--- config.mk ---
export PLATFORM = sky130hd
export DESIGN_NAME = framed_crc16_packet_deframer
export DESIGN_NICKNAME = d
export VERILOG_FILES = /design/src/design/fcd_pkg.sv /design/src/design/fcd_front.sv /design/src/design/fcd_fifo.sv /design/src/design/fcd_back.sv /design/src/design/framed_crc16_packet_deframer.sv
export SDC_FILE = /design/constraint.sdc
export NUM_CORES = 1
export LEC_CHECK = 0
export CORE_ASPECT_RATIO = 1.1
export CORE_MARGIN = 2
export CORE_UTILIZATION = 35
export DETAILED_ROUTE_END_ITERATION = 7
export DONT_BUFFER_PORTS = 1
export PLACE_DENSITY = 0.51
export SLEW_MARGIN = 20
export SYNTH_ARGS = -nofsm -noshare
export SYNTH_HDL_FRONTEND = slang
export SYNTH_SLANG_ARGS = --single-unit
--- constraint.sdc ---
create_clock -name aclk -period 3.01 [get_ports aclk]
set_input_delay 0.301 -clock aclk [delete_from_list [all_inputs] [get_ports aclk]]
set_output_delay 0.301 -clock aclk [all_outputs]
set_load 0.005 [all_outputs]
--- src/design/fcd_pkg.sv ---
// ----------------------------------------------------------------------------
// fcd_pkg: shared types and constants for the framed CRC16 packet deframer
// Item kinds passed from the byte classifier to the status/CRC stage, frame
// status codes, and the byte-wide CRC16-XMODEM update.
// ----------------------------------------------------------------------------
package fcd_pkg;

    localparam logic [7:0]  START_BYTE = 8'h02;
    localparam logic [7:0]  END_BYTE   = 8'h03;
    localparam logic [15:0] CRC_POLY   = 16'h1021;

    // Frame status codes
    localparam logic [2:0] ST_NONE     = 3'd0;
    localparam logic [2:0] ST_OK       = 3'd1;
    localparam logic [2:0] ST_CRC      = 3'd2;
    localparam logic [2:0] ST_BAD_END  = 3'd3;
    localparam logic [2:0] ST_ZERO_LEN = 3'd4;
    localparam logic [2:0] ST_TRUNC    = 3'd5;

    // Classifier to back-end queue
    localparam int FIFO_DEPTH = 2;
    localparam int PTR_W      = (FIFO_DEPTH > 1) ? $clog2(FIFO_DEPTH) : 1;
    localparam int CNT_W      = $clog2(FIFO_DEPTH + 1);

    typedef enum logic [2:0] {
        K_NONE,
        K_ZERO_LEN,
        K_BODY,
        K_CRC_HI,
        K_CRC_LO,
        K_END
    } fcd_kind_t;

    typedef struct packed {
        fcd_kind_t  kind;
        logic [7:0] data;
        logic       first;   // first body byte: packet id, restart CRC
        logic       trunc;   // chunk ended inside the frame
        logic [7:0] plen;    // body length minus one, used on the end byte
    } fcd_item_t;

    // One byte of CRC16-XMODEM, MSB first
    function automatic logic [15:0] crc16_byte(input logic [15:0] crc,
                                               input logic [7:0]  b);
        logic [15:0] c;
        c = crc ^ {b, 8'h00};
        for (int i = 0; i < 8; i++) begin
            if (c[15]) begin
                c = {c[14:0], 1'b0} ^ CRC_POLY;
            end else begin
                c = {c[14:0], 1'b0};
            end
        end
        return c;
    endfunction

endpackage

--- src/design/fcd_front.sv ---
// ----------------------------------------------------------------------------
// fcd_front: byte classifier
// Tracks the frame phase and body count for each accepted byte and pushes a
// classified record into the queue toward the status/CRC stage.
// ----------------------------------------------------------------------------
module fcd_front (
    input  logic               aclk,
    input  logic               aresetn,
    input  logic               s_valid,
    output logic               s_ready,
    input  logic [7:0]         s_rx_byte,
    input  logic               s_chunk_last,
    input  logic               q_ready,
    output logic               q_push,
    output fcd_pkg::fcd_item_t q_item
);

    typedef enum logic [2:0] {
        PH_HUNT,
        PH_LEN,
        PH_BODY,
        PH_CRC_HI,
        PH_CRC_LO,
        PH_END
    } phase_t;

    phase_t     phase_reg, phase_next;
    logic [7:0] left_reg, left_next;
    logic [7:0] blen_reg, blen_next;

    assign s_ready = q_ready;
    assign q_push  = s_valid && q_ready;

    // Classify the byte and advance the frame phase
    always_comb begin
        phase_next   = phase_reg;
        left_next    = left_reg;
        blen_next    = blen_reg;
        q_item.kind  = fcd_pkg::K_NONE;
        q_item.data  = s_rx_byte;
        q_item.first = 1'b0;
        q_item.plen  = blen_reg - 8'd1;
        case (phase_reg)
            PH_LEN: begin
                if (s_rx_byte == 8'd0) begin
                    q_item.kind = fcd_pkg::K_ZERO_LEN;
                    phase_next  = PH_HUNT;
                end else begin
                    blen_next  = s_rx_byte;
                    left_next  = s_rx_byte;
                    phase_next = PH_BODY;
                end
            end
            PH_BODY: begin
                q_item.kind  = fcd_pkg::K_BODY;
                q_item.first = (left_reg == blen_reg);
                left_next    = left_reg - 8'd1;
                if (left_reg == 8'd1) begin
                    phase_next = PH_CRC_HI;
                end
            end
            PH_CRC_HI: begin
                q_item.kind = fcd_pkg::K_CRC_HI;
                phase_next  = PH_CRC_LO;
            end
            PH_CRC_LO: begin
                q_item.kind = fcd_pkg::K_CRC_LO;
                phase_next  = PH_END;
            end
            PH_END: begin
                q_item.kind = fcd_pkg::K_END;
                phase_next  = PH_HUNT;
            end
            default: begin
                phase_next = (s_rx_byte == fcd_pkg::START_BYTE) ? PH_LEN : PH_HUNT;
            end
        endcase
        // Drop an unfinished frame at chunk end
        q_item.trunc = s_chunk_last && (phase_next != PH_HUNT);
        if (q_item.trunc) begin
            phase_next = PH_HUNT;
        end
    end

    // Hold frame state, advance on each transfer
    always_ff @(posedge aclk) begin
        if (!aresetn) begin
            phase_reg <= PH_HUNT;
            left_reg  <= 8'd0;
            blen_reg  <= 8'd0;
        end else if (q_push) begin
            phase_reg <= phase_next;
            left_reg  <= left_next;
            blen_reg  <= blen_next;
        end
    end

endmodule

--- src/design/fcd_fifo.sv ---
// ----------------------------------------------------------------------------
// fcd_fifo: short queue of classified bytes
// Decouples the classifier from the status/CRC stage so each side can stall
// on its own.
// ----------------------------------------------------------------------------
module fcd_fifo (
    input  logic               aclk,
    input  logic               aresetn,
    input  logic               push,
    input  fcd_pkg::fcd_item_t push_item,
    output logic               push_ready,
    input  logic               pop,
    output logic               pop_valid,
    output fcd_pkg::fcd_item_t pop_item
);

    fcd_pkg::fcd_item_t mem [fcd_pkg::FIFO_DEPTH];

    logic [fcd_pkg::PTR_W-1:0] wr_ptr_reg, rd_ptr_reg;
    logic [fcd_pkg::CNT_W-1:0] count_reg;

    assign push_ready = (count_reg != fcd_pkg::CNT_W'(fcd_pkg::FIFO_DEPTH));
    assign pop_valid  = (count_reg != '0);
    assign pop_item   = mem[rd_ptr_reg];

    // Store pushed records
    always_ff @(posedge aclk) begin
        if (push) begin
            mem[wr_ptr_reg] <= push_item;
        end
    end

    // Advance pointers and occupancy
    always_ff @(posedge aclk) begin
        if (!aresetn) begin
            wr_ptr_reg <= '0;
            rd_ptr_reg <= '0;
            count_reg  <= '0;
        end else begin
            if (push) begin
                wr_ptr_reg <= (wr_ptr_reg == fcd_pkg::PTR_W'(fcd_pkg::FIFO_DEPTH - 1)) ?
                              '0 : wr_ptr_reg + fcd_pkg::PTR_W'(1);
            end
            if (pop) begin
                rd_ptr_reg <= (rd_ptr_reg == fcd_pkg::PTR_W'(fcd_pkg::FIFO_DEPTH - 1)) ?
                              '0 : rd_ptr_reg + fcd_pkg::PTR_W'(1);
            end
            case ({push, pop})
                2'b10:   count_reg <= count_reg + fcd_pkg::CNT_W'(1);
                2'b01:   count_reg <= count_reg - fcd_pkg::CNT_W'(1);
                default: count_reg <= count_reg;
            endcase
        end
    end

endmodule

--- src/design/fcd_back.sv ---
// ----------------------------------------------------------------------------
// fcd_back: CRC check and result register
// Pops classified bytes, keeps the running CRC over the body, decides the
// frame status on the end byte, a zero length or a truncation, and holds the result until it is taken.
// ----------------------------------------------------------------------------
module fcd_back (
    input  logic               aclk,
    input  logic               aresetn,
    input  logic               q_valid,
    input  fcd_pkg::fcd_item_t q_item,
    output logic               q_pop,
    output logic               m_valid,
    input  logic               m_ready,
    output logic               m_body_valid,
    output logic [7:0]         m_body_byte,
    output logic               m_is_packet_id,
    output logic [2:0]         m_frame_status,
    output logic [7:0]         m_payload_length
);

    logic        m_valid_reg;
    logic        bvalid_reg, bvalid_next;
    logic [7:0]  bbyte_reg, bbyte_next;
    logic        pid_reg, pid_next;
    logic [2:0]  status_reg, status_next;
    logic [7:0]  plen_reg, plen_next;
    logic [15:0] crc_reg, crc_next;
    logic [7:0]  crc_hi_reg, crc_hi_next;

    assign q_pop = q_valid && (!m_valid_reg || m_ready);

    // Work out the result for the popped byte
    always_comb begin
        crc_next    = crc_reg;
        crc_hi_next = crc_hi_reg;
        bvalid_next = 1'b0;
        bbyte_next  = 8'd0;
        pid_next    = 1'b0;
        status_next = fcd_pkg::ST_NONE;
        plen_next   = 8'd0;
        case (q_item.kind)
            fcd_pkg::K_ZERO_LEN: begin
                status_next = fcd_pkg::ST_ZERO_LEN;
            end
            fcd_pkg::K_BODY: begin
                bvalid_next = 1'b1;
                bbyte_next  = q_item.data;
                pid_next    = q_item.first;
                crc_next    = fcd_pkg::crc16_byte(q_item.first ? 16'd0 : crc_reg,
                                                  q_item.data);
            end
            fcd_pkg::K_CRC_HI: begin
                crc_hi_next = q_item.data;
            end
            fcd_pkg::K_CRC_LO: begin
                crc_next = crc_reg ^ {crc_hi_reg, q_item.data};
            end
            fcd_pkg::K_END: begin
                if (q_item.data != fcd_pkg::END_BYTE) begin
                    status_next = fcd_pkg::ST_BAD_END;
                end else if (crc_reg != 16'd0) begin
                    status_next = fcd_pkg::ST_CRC;
                end else begin
                    status_next = fcd_pkg::ST_OK;
                    plen_next   = q_item.plen;
                end
            end
            default: begin
                status_next = fcd_pkg::ST_NONE;
            end
        endcase
        if (q_item.trunc) begin
            status_next = fcd_pkg::ST_TRUNC;
        end
    end

    // Hold CRC state and the result register
    always_ff @(posedge aclk) begin
        if (!aresetn) begin
            m_valid_reg <= 1'b0;
            crc_reg     <= 16'd0;
            crc_hi_reg  <= 8'd0;
        end else begin
            if (q_pop) begin
                m_valid_reg <= 1'b1;
                crc_reg     <= crc_next;
                crc_hi_reg  <= crc_hi_next;
            end else if (m_ready) begin
                m_valid_reg <= 1'b0;
            end
        end
    end

    always_ff @(posedge aclk) begin
        if (q_pop) begin
            bvalid_reg <= bvalid_next;
            bbyte_reg  <= bbyte_next;
            pid_reg    <= pid_next;
            status_reg <= status_next;
            plen_reg   <= plen_next;
        end
    end

    assign m_valid          = m_valid_reg;
    assign m_body_valid     = bvalid_reg;
    assign m_body_byte      = bbyte_reg;
    assign m_is_packet_id   = pid_reg;
    assign m_frame_status   = status_reg;
    assign m_payload_length = plen_reg;

    // A body byte carries no final status other than truncation
    a_body_status: assert property (@(posedge aclk) disable iff (!aresetn)
        m_valid && m_body_valid |->
            (m_frame_status == fcd_pkg::ST_NONE || m_frame_status == fcd_pkg::ST_TRUNC))
        else $error("body byte reported with a final frame status");

    // Payload length is only reported with an accepted frame
    a_plen_ok_only: assert property (@(posedge aclk) disable iff (!aresetn)
        m_valid && m_frame_status != fcd_pkg::ST_OK |-> m_payload_length == 8'd0)
        else $error("payload length set without accepted frame");

    // Packet id only marks a body byte
    a_pid_body: assert property (@(posedge aclk) disable iff (!aresetn)
        m_valid && m_is_packet_id |-> m_body_valid)
        else $error("packet id flag without body byte");

    // No pop while a result is stalled
    a_no_overwrite: assert property (@(posedge aclk) disable iff (!aresetn)
        m_valid && !m_ready |-> !q_pop)
        else $error("result register overwritten while stalled");

endmodule

--- src/design/framed_crc16_packet_deframer.sv ---
// ----------------------------------------------------------------------------
// framed_crc16_packet_deframer: STX/length/body/CRC16/ETX frame parser
// Top level: classifier, queue and CRC/status stage.
// ----------------------------------------------------------------------------
// Takes one received byte per cycle while the output is not stalled and
// returns exactly one result per byte. Frames are 0x02, a nonzero length L,
// L body bytes (packet id first), a big-endian CRC16-XMODEM over the body and
// 0x03. Body bytes are passed on as they arrive; the end byte reports
// accepted, CRC error or bad end, with the payload length on an accepted
// frame. Sustained rate is one byte per cycle while the output is not
// stalled: the CRC advances a whole byte per cycle in the status stage. A
// byte's result passes one queue slot and the result register before it is
// offered; while a result waits, the two-entry queue takes two more bytes
// before the input stalls.
// ----------------------------------------------------------------------------
module framed_crc16_packet_deframer (
    input  logic       aclk,
    input  logic       aresetn,
    input  logic       s_valid,
    output logic       s_ready,
    input  logic [7:0] s_rx_byte,
    input  logic       s_chunk_last,
    output logic       m_valid,
    input  logic       m_ready,
    output logic       m_body_valid,
    output logic [7:0] m_body_byte,
    output logic       m_is_packet_id,
    output logic [2:0] m_frame_status,
    output logic [7:0] m_payload_length
);

    logic               push, push_ready, pop, pop_valid;
    fcd_pkg::fcd_item_t push_item, pop_item;

    // Classify incoming bytes
    fcd_front u_front (
        .aclk         (aclk),
        .aresetn      (aresetn),
        .s_valid      (s_valid),
        .s_ready      (s_ready),
        .s_rx_byte    (s_rx_byte),
        .s_chunk_last (s_chunk_last),
        .q_ready      (push_ready),
        .q_push       (push),
        .q_item       (push_item)
    );

    // Buffer classified bytes
    fcd_fifo u_fifo (
        .aclk       (aclk),
        .aresetn    (aresetn),
        .push       (push),
        .push_item  (push_item),
        .push_ready (push_ready),
        .pop        (pop),
        .pop_valid  (pop_valid),
        .pop_item   (pop_item)
    );

    // Check CRC and produce results
    fcd_back u_back (
        .aclk             (aclk),
        .aresetn          (aresetn),
        .q_valid          (pop_valid),
        .q_item           (pop_item),
        .q_pop            (pop),
        .m_valid          (m_valid),
        .m_ready          (m_ready),
        .m_body_valid     (m_body_valid),
        .m_body_byte      (m_body_byte),
        .m_is_packet_id   (m_is_packet_id),
        .m_frame_status   (m_frame_status),
        .m_payload_length (m_payload_length)
    );

endmodule

Word-level counts from Yosys, hierarchy flattened
Memories as Yosys holds them, arrays and structs flattened. A register that Yosys moved wholly into a read port is not among the register bits.
Cells that the tools add are included.
Storage, ports and cells
  register bits after elaboration: 69
  bits in latches: 0
  memory bits (writable): 42
  ROM bits: 0
  input port bits: 13
  output and inout port bits: 23
  memories: 1
Memories
  u_fifo.mem: depth 2, width 21, rd ports 1, clocked after Yosys merged registers in 1, wr ports 1, RTL line fcd_fifo.sv:17  | fcd_pkg::fcd_item_t mem [fcd_pkg::FIFO_DEPTH];
Operators by class
  add/subtract/negate cells: 6
  multipliers: 0
  divide/modulo/power cells: 0
  order comparisons: 0
  eq/ne operators: 18
  shifts and indexed selects: 0
  muxes and demuxes: 40
  bitwise operators: 12
  reduce and logical (&&, ||, !) cells: 18
Operators with widths (count)
  $mux W16: 8
  $mux W13: 8
  $pmux W16 S2: 1
  $xor A16 B16 Y16: 2
  $pmux W3 S5: 2
  $not A3 Y3: 8
  $pmux W8 S2: 1
  $reduce_bool A16 Y1: 1
  $sub A8 B1 Y8 const B: 2
  $eq A3 B2 Y1 const B: 4
  $eq A3 B3 Y1 const B: 4
  $mux W1: 12
  $reduce_bool A2 Y1: 5
  $mux W3: 3
  $eq A8 B1 Y1 const B: 1
  $eq A8 B2 Y1 const B: 1
  $eq A8 B8 Y1: 1
  $logic_not A8 Y1: 1
  $mux W8: 1
  $ne A8 B2 Y1 const B: 1
  $eq A3 B1 Y1 const B: 2
  $pmux W3 S2: 1
  $reduce_and A3 Y1: 2
  $mux W2: 2
  other kinds (14): 20

Logic depth before layout (Yosys ltp)
Gate-level depths: netlist of run 1.
  depth in word-level cells: 26
  mapped depth: 9
  gate-level depth less buffers: 7

Modules after synthesis
A second synthesis of run 1 with hierarchy kept.
Unflattened totals
  cell total of the unflattened synthesis: 560
  area total of the unflattened synthesis: 5848.1 um2
By module, submodules not included
  fcd_back: times used 1, cells an instance 281, area each 2641.3 um2, sequential area each 1131.1 um2
  fcd_fifo: times used 1, cells an instance 87, area each 1724.2 um2, sequential area each 1361.3 um2
  fcd_front: times used 1, cells an instance 192, area each 1482.7 um2, sequential area each 380.4 um2

Least setup slack after synthesis of run 1
Ideal clock, no wire load.
  kind: reg-to-reg
  start: register u_back.m_valid_reg, in the netlist u_back.m_valid
  end: register u_fifo.count_reg[1] (netlist name)
  library setup time: 71 ps
  arrival time: 2425 ps
  path slack: 515 ps
  stages on the path, launching flop included: 6
  buffers on the path: 0
  cell sequence: dfxtp_1 nor2b_1 nor2_1 ha_1 or3_1 a21oi_1
Between the ends
  word-level cells in the longest chain between the ends: 5
  elaborated cells between the ends (all ways): 7
  classes of those cells: eq/ne (2); mux (1); reduce/logical (4)
RTL lines
  from (decl): RTL line fcd_back.sv:21  | logic m_valid_reg;
  from (signal assigned): RTL line fcd_back.sv:80  | m_valid_reg <= 1'b0;
  from (signal assigned): RTL line fcd_back.sv:85  | m_valid_reg <= 1'b1;
  from (signal assigned): RTL line fcd_back.sv:89  | m_valid_reg <= 1'b0;
  $logic_not A1 Y1 (*): RTL line fcd_back.sv:30  | assign q_pop = q_valid && (!m_valid_reg || m_ready);
  $logic_or A1 B1 Y1 (*): RTL line fcd_back.sv:30
  $logic_and A1 B1 Y1 (*): RTL line fcd_back.sv:30
  via pop: RTL line framed_crc16_packet_deframer.sv:32  | logic push, push_ready, pop, pop_valid;
  $eq A2 B1 Y1 / $eq A2 B2 Y1 (equally long branches): RTL line fcd_fifo.sv:48  | case ({push, pop})
  $pmux W2 S2 / $reduce_bool A2 Y1 (equally long branches)
  to (signal assigned): RTL line fcd_fifo.sv:49  | 2'b10: count_reg <= count_reg + fcd_pkg::CNT_W'(1);
  to (signal assigned): RTL line fcd_fifo.sv:50  | 2'b01: count_reg <= count_reg - fcd_pkg::CNT_W'(1);
  to (signal assigned): RTL line fcd_fifo.sv:51  | default: count_reg <= count_reg;
  to (decl): RTL line fcd_fifo.sv:20  | logic [fcd_pkg::CNT_W-1:0] count_reg;
The timed path passes the listed nets; every way through them passes the cells marked *.
A chain may end at the register's enable or synchronous reset.

==> results.toml, run 1 <==
[status]
status = "finished clean"

[critical_path]
path_max_fanout = 12
arrival_ps = 2510
cp_slowest_cell = "and2_1"
critical_path_class = "reg -> reg"
max_stage_delay_ps = 500
rr_worst_depth = 6
rr_startpoint = "u_fifo.mem[1][18]"
endpoint_kind = "register"
crit_required_ps = 3220
start_kind = "register"
rrSetupSlack_ps = 710
path_cells = "mux2i_1 > nor3b_1 > and2_1 > o21ai_0 > a22oi_1 > o221ai_1"
cpLargestDelayFamily = "simple AND/OR/NAND/NOR gates"
cp_num_buf_inv = 0
reg2reg_to = "u_back.crc_reg[14]"

[timing]
setup_viol = 0
max_freq_mhz = 434
fin_ws_ps = 708
relSlewSlack_pct = 38.6
tightest_slew_ps = 915
slew_viol_final = 0
hold_viol = 0
period_minus_slack_ps = 2300
min_period_over_period_pct = 76.5
whs_ps = 31.6
setup-tns-final_ps = 0
rsz0062_at_grt = "false"
finalClockSkew_ps = 6.96

[layout]
fill_cells = 1614
drive_gt1_share_pct = 11.4
largest_reg_flops = 42
final_util_pct = 38.5
ff_latch_area_mm2 = 0.00287
final_common_cell = "nor2_1"
multi_input_area_mm2 = 0.00263
most-common-layout-cells = "nor2_1 (72), edfxtp_1 (63), dfxtp_1 (48)"
diodes = 0
syn_to_final_growth_pct = 8.72
nNetsFinal = 557

[clock_tree]
ctsHoldBuffers = 0
clkTransAtPathRegs_ps = 80
ctsResizeCount = 0
cts_buffers = 9
clock_path_buffers = 2
clkLatencyLatePin_ps = 360
htreeDepth = 3
clockRootBuffer = "clkbuf_16"
cts_tree = "done"
cts_setup_buffers = 0
clock-sinks = 112

[placed_design]
dp_hpwl_um = 10000
portBuffers = 0
dpl_worst_slack_ps = 710
routabilityCongestion = 0.853

[global_routing]
grt_util_all_layers_pct = 16.7
grt.overflow.total = 0
grt_pass1_vias = 4081
grt_pass1_wl_um = 22700
grt_antenna_before_repair = 0
grt_max_degree = 35

[route]
drt-total-wl_um = 13900
vias_per_cell = 5.45
wire_per_inst_um = 18.5
drc = 0
final_antenna_net_count = 0
vias = 4082
drt-pass1-iter-count = 5
initialDrtViolationCount = 277

[die]
die_width_um = 126
rows = 49
start_util_pct = 35.4
ioPinCount = 36
die_h_um = 138
die_area_mm2 = 0.0174
coreArea_mm2 = 0.0162

[worst_hold_path]
holdCritStartpoint = "s_rx_byte[1]"
hold_path.class = "in -> reg"
min_path_cells = 0
hold_path_end = "u_fifo.mem[1][11]"

[power]
p_per_area_mw_per_mm2 = 780
peakVddDrop_uv = 361
power_leakage_nw = 2.09

[synthesis]
ys.warnings.count = 0
ys_seq_area_share_pct = 50.2
ys_ff_latch = 112
syn_inst = 548
synth_area_leader_cell = "edfxtp_1"
synth_cell_type_count = 70
ys_async_sr_fraction_pct = 0
synth_top_area_share_pct = 33.0
synth.avg_cell_area_um2 = 10.5
synth_ff_type = "edfxtp_1"
syn-cell-area_mm2 = 0.00573
synth_nets = 565
synth-edff-count = 63
yosys-top-cells-area = "edfxtp_1 (33%), dfxtp_1 (17%), nor2_1 (4.9%)"

[run]
drv_cap = 0
## synth_stat cells, types with 6 or more instances
library cell and number:
mux2i_4 6, a31oi_1 12, o21ai_0 23, nand3b_1 7
nor2b_1 6, a21oi_1 20, nor4_1 12, mux2i_1 21
nand3_1 10, xor2_1 15, a211oi_1 9, nor3_1 11
nor2_1 75, xnor2_1 20, buf_2 7, nand2_1 43
inv_1 14, clkbuf_1 16, edfxtp_1 63, dfxtp_1 49
nand2b_1 9
## cell type report
cell class / count / area share (%)
clock buffer: 9 / 3.62
clock inverter: 7 / 1.53
inverter: 14 / 0.844
multi-input combinational: 390 / 42.2
sequential: 112 / 46.2
tap: 204 / 4.10
timing repair buffer: 13 / 1.57
## worst register-to-register path, stage by stage, from the launching register on
cell and delay (ps):
edfxtp_1 430, mux2i_1 340, nor3b_1 310, and2_1 500, o21ai_0 200, a22oi_1 240, o221ai_1 140
## stage by stage
| step | area [µm²] | cells | power [mW] |
|---|---|---|---|
| after detailed placement | 5910 | 733 | 3.62 |
| after global routing | 6230 | 749 | 5.12 |
| final | 6230 | 749 | 4.85 |
| after CTS | 6230 | 749 | 4.91 |
| after global placement | 5910 | 733 | 3.60 |
| after floorplan | 5730 | 548 | 3.25 |
## layer usage
| metal | GRT usage (%) | vias up | part of all wire (%) |
|---|---|---|---|
| li1 | - | 1993 | - |
| met1 | 20.5 | 1980 | 43 |
| met2 | 27.5 | 79 | 49 |
| met3 | 4.72 | 30 | 4.3 |
| met4 | 7.23 | 0 | 3.4 |
| met5 | 0 | - | 0 |
## power by group
part	switching [mW]	total [mW]	leakage, nW	internal, mW
Sequential	0.234	2.17	0.948	1.93
Combinational	0.856	1.41	0.989	0.554
Clock	0.605	1.28	0.157	0.671
## cell families (layout without fill, tap and decap cells)
logic type / after synthesis / after routing / synth area share (%)
AOI/OAI and AO/OA: 116 / 116 / 14.2
xor gates and xnor gates: 40 / 40 / 6.77
adders and majority gates: 4 / 4 / 0.874
buffers and inverters: 46 / 43 / 4.11
DFF: 112 / 112 / 50.2
muxes: 30 / 30 / 6.66
and+or+nand+nor: 200 / 200 / 17.3
## worst max-delay path by stage
stage | end | slack [ps] | startpoint | cells past startpoint
detailed placement | u_back.crc_reg[4] | 710 | u_fifo.mem[0][18] | 6
CTS | u_back.crc_reg[14] | 690 | u_fifo.mem[0][18] | 6
floorplan | u_fifo.count_reg[1] | 510 | u_back.m_valid | 5
global route | u_back.crc_reg[13] | 480 | u_fifo.mem[0][18] | 6
finish | u_back.crc_reg[14] | 710 | u_fifo.mem[1][18] | 6
global placement | u_back.crc_reg[14] | 710 | u_fifo.mem[1][18] | 6
Power figures use the tool's default switching activity.
==> run 2: changes to the inputs <==
- clock period: 3.01 -> 2.3 ns (I/O delays scaled with it)
==> results.toml, run 2 (same netlist as run 1, synthesis figures left out) <==
[layout]
drive_gt1_share_pct = 14.0
largest_reg_flops = 42
diodes = 0
syn_to_final_growth_pct = 12.8
most-common-layout-cells = "nor2_1 (72), edfxtp_1 (63), dfxtp_1 (48)"
final_common_cell = "nor2_1"
nNetsFinal = 585
final_util_pct = 39.9

[status]
status = "finished clean"

[worst_hold_path]
holdCritStartpoint = "s_rx_byte[6]"
hold_path.class = "in -> reg"

[clock_tree]
clock-sinks = 112
htreeDepth = 3
ctsResizeCount = 0
clockRootBuffer = "clkbuf_16"
clkLatencyLatePin_ps = 360
clock_path_buffers = 2
cts_tree = "done"
clkTransAtPathRegs_ps = 80
cts_buffers = 9

[route]
drt-pass1-iter-count = 6
drc = 0
initialDrtViolationCount = 364
final_antenna_net_count = 0
vias = 4180
vias_per_cell = 5.38
wire_per_inst_um = 18.2
drt-total-wl_um = 14100

[placed_design]
dp_hpwl_um = 10200
portBuffers = 0
routabilityCongestion = 0.829

[timing]
rsz0062_at_grt = "false"
tightest_slew_ps = 725
min_period_over_period_pct = 94.6
max_freq_mhz = 460
relSlewSlack_pct = 51.6
hold_viol = 0
finalClockSkew_ps = 9.55
setup-tns-final_ps = 0
setup_viol = 0
slew_viol_final = 0
period_minus_slack_ps = 2180

[critical_path]
start_kind = "register"
arrival_ps = 2450
crit_required_ps = 2580
endpoint_kind = "register"
path_max_fanout = 10
critical_path_class = "reg -> reg"

[global_routing]
grtUsageMet2_pct = 28.3
grt_max_degree = 23
grt_util_all_layers_pct = 16.6
grt_pass1_vias = 4209
grt.overflow.total = 0
grt_pass1_wl_um = 22800
grt_util_met3_pct = 4.80
grt_antenna_before_repair = 0
met1_usage_pct = 20.1
busiest_layer = "met2"

[die]
die_width_um = 126
rows = 49
coreArea_mm2 = 0.0162
die_area_mm2 = 0.0174
die_h_um = 138
ioPinCount = 36
start_util_pct = 35.4

[power]
peakVddDrop_uv = 412
power_leakage_nw = 2.22
p_per_area_mw_per_mm2 = 985

[run]
drv_cap = 0
[run 2: cell types whose count changed in the layout (fill, tap and decap cells not counted)]
cell	previous run	this run
buf_4	13	30
dlygate4sd3_1	0	9
buf_12	0	2
clkinv_4	2	0
inv_6	1	3
bufinv_16	1	0
clkinv_1	0	1
[run 2: through the flow]
step                hold WS, ps  instances  setup WS, ps  area (µm²)  total power, mW
floorplan                   329        548           133        5730             4.26
global placement            330        751           172        6070             4.78
detailed placement          330        751           145        6070             4.82
CTS                       0.906        776           116        6450             6.41
global route               2.28        777          16.8        6460             6.72
finish                     13.3        777           124        6460             6.36
[run 2: where the power goes]
part | leakage, nW | total, mW | switching [mW] | internal [mW]
Combinational | 1.13 | 1.96 | 1.13 | 0.828
Sequential | 0.948 | 2.85 | 0.318 | 2.53
Clock | 0.145 | 1.55 | 0.786 | 0.769
Total | 2.22 | 6.36 | 2.23 | 4.13
[run 2: layer usage]
| layer | share of wire [%] | vias up |
|---|---|---|
| li1 | - | 2043 |
| met1 | 43 | 2009 |
| met2 | 50 | 104 |
| met3 | 4.6 | 24 |
| met4 | 2.4 | 0 |
| met5 | 0 | - |
[run 2: path summary, 6_finish.rpt]
kind                         end  slack [ps]  cells after the start
max           u_back.crc_reg[15]         120                      6
min          u_front.blen_reg[6]          10                      2
max reg2reg   u_back.crc_reg[15]         120                      6
min reg2reg    u_back.crc_reg[0]         510                      2
[run 2: repair_timing]
item | 4_1_cts | 5_1_grt
hold endpoints to repair | 24 | 0
endpoints found under the setup margin | 0 | 8
hold buffers | 9 | 0
setup buffers | 0 | 1
[run 2: worst max-delay path, stage by stage (launching register included)]
cell      delay (ps)
dfxtp_2          410
buf_4            210
nor4b_1          490
a21oi_2          150
nor2_1           470
nand3b_1         150
a31oi_1          210
[run 2: area by class of cell]
cell class                      instances  area [µm²]
Inverter                               14        52.6
Clock buffer                            9         225
Clock inverter                          7        68.8
Multi-Input combinational cell        390        2630
Tap cell                              204         255
Timing Repair Buffer                   41         355
Fill cell                            1625        9730
Sequential cell                       112        2870
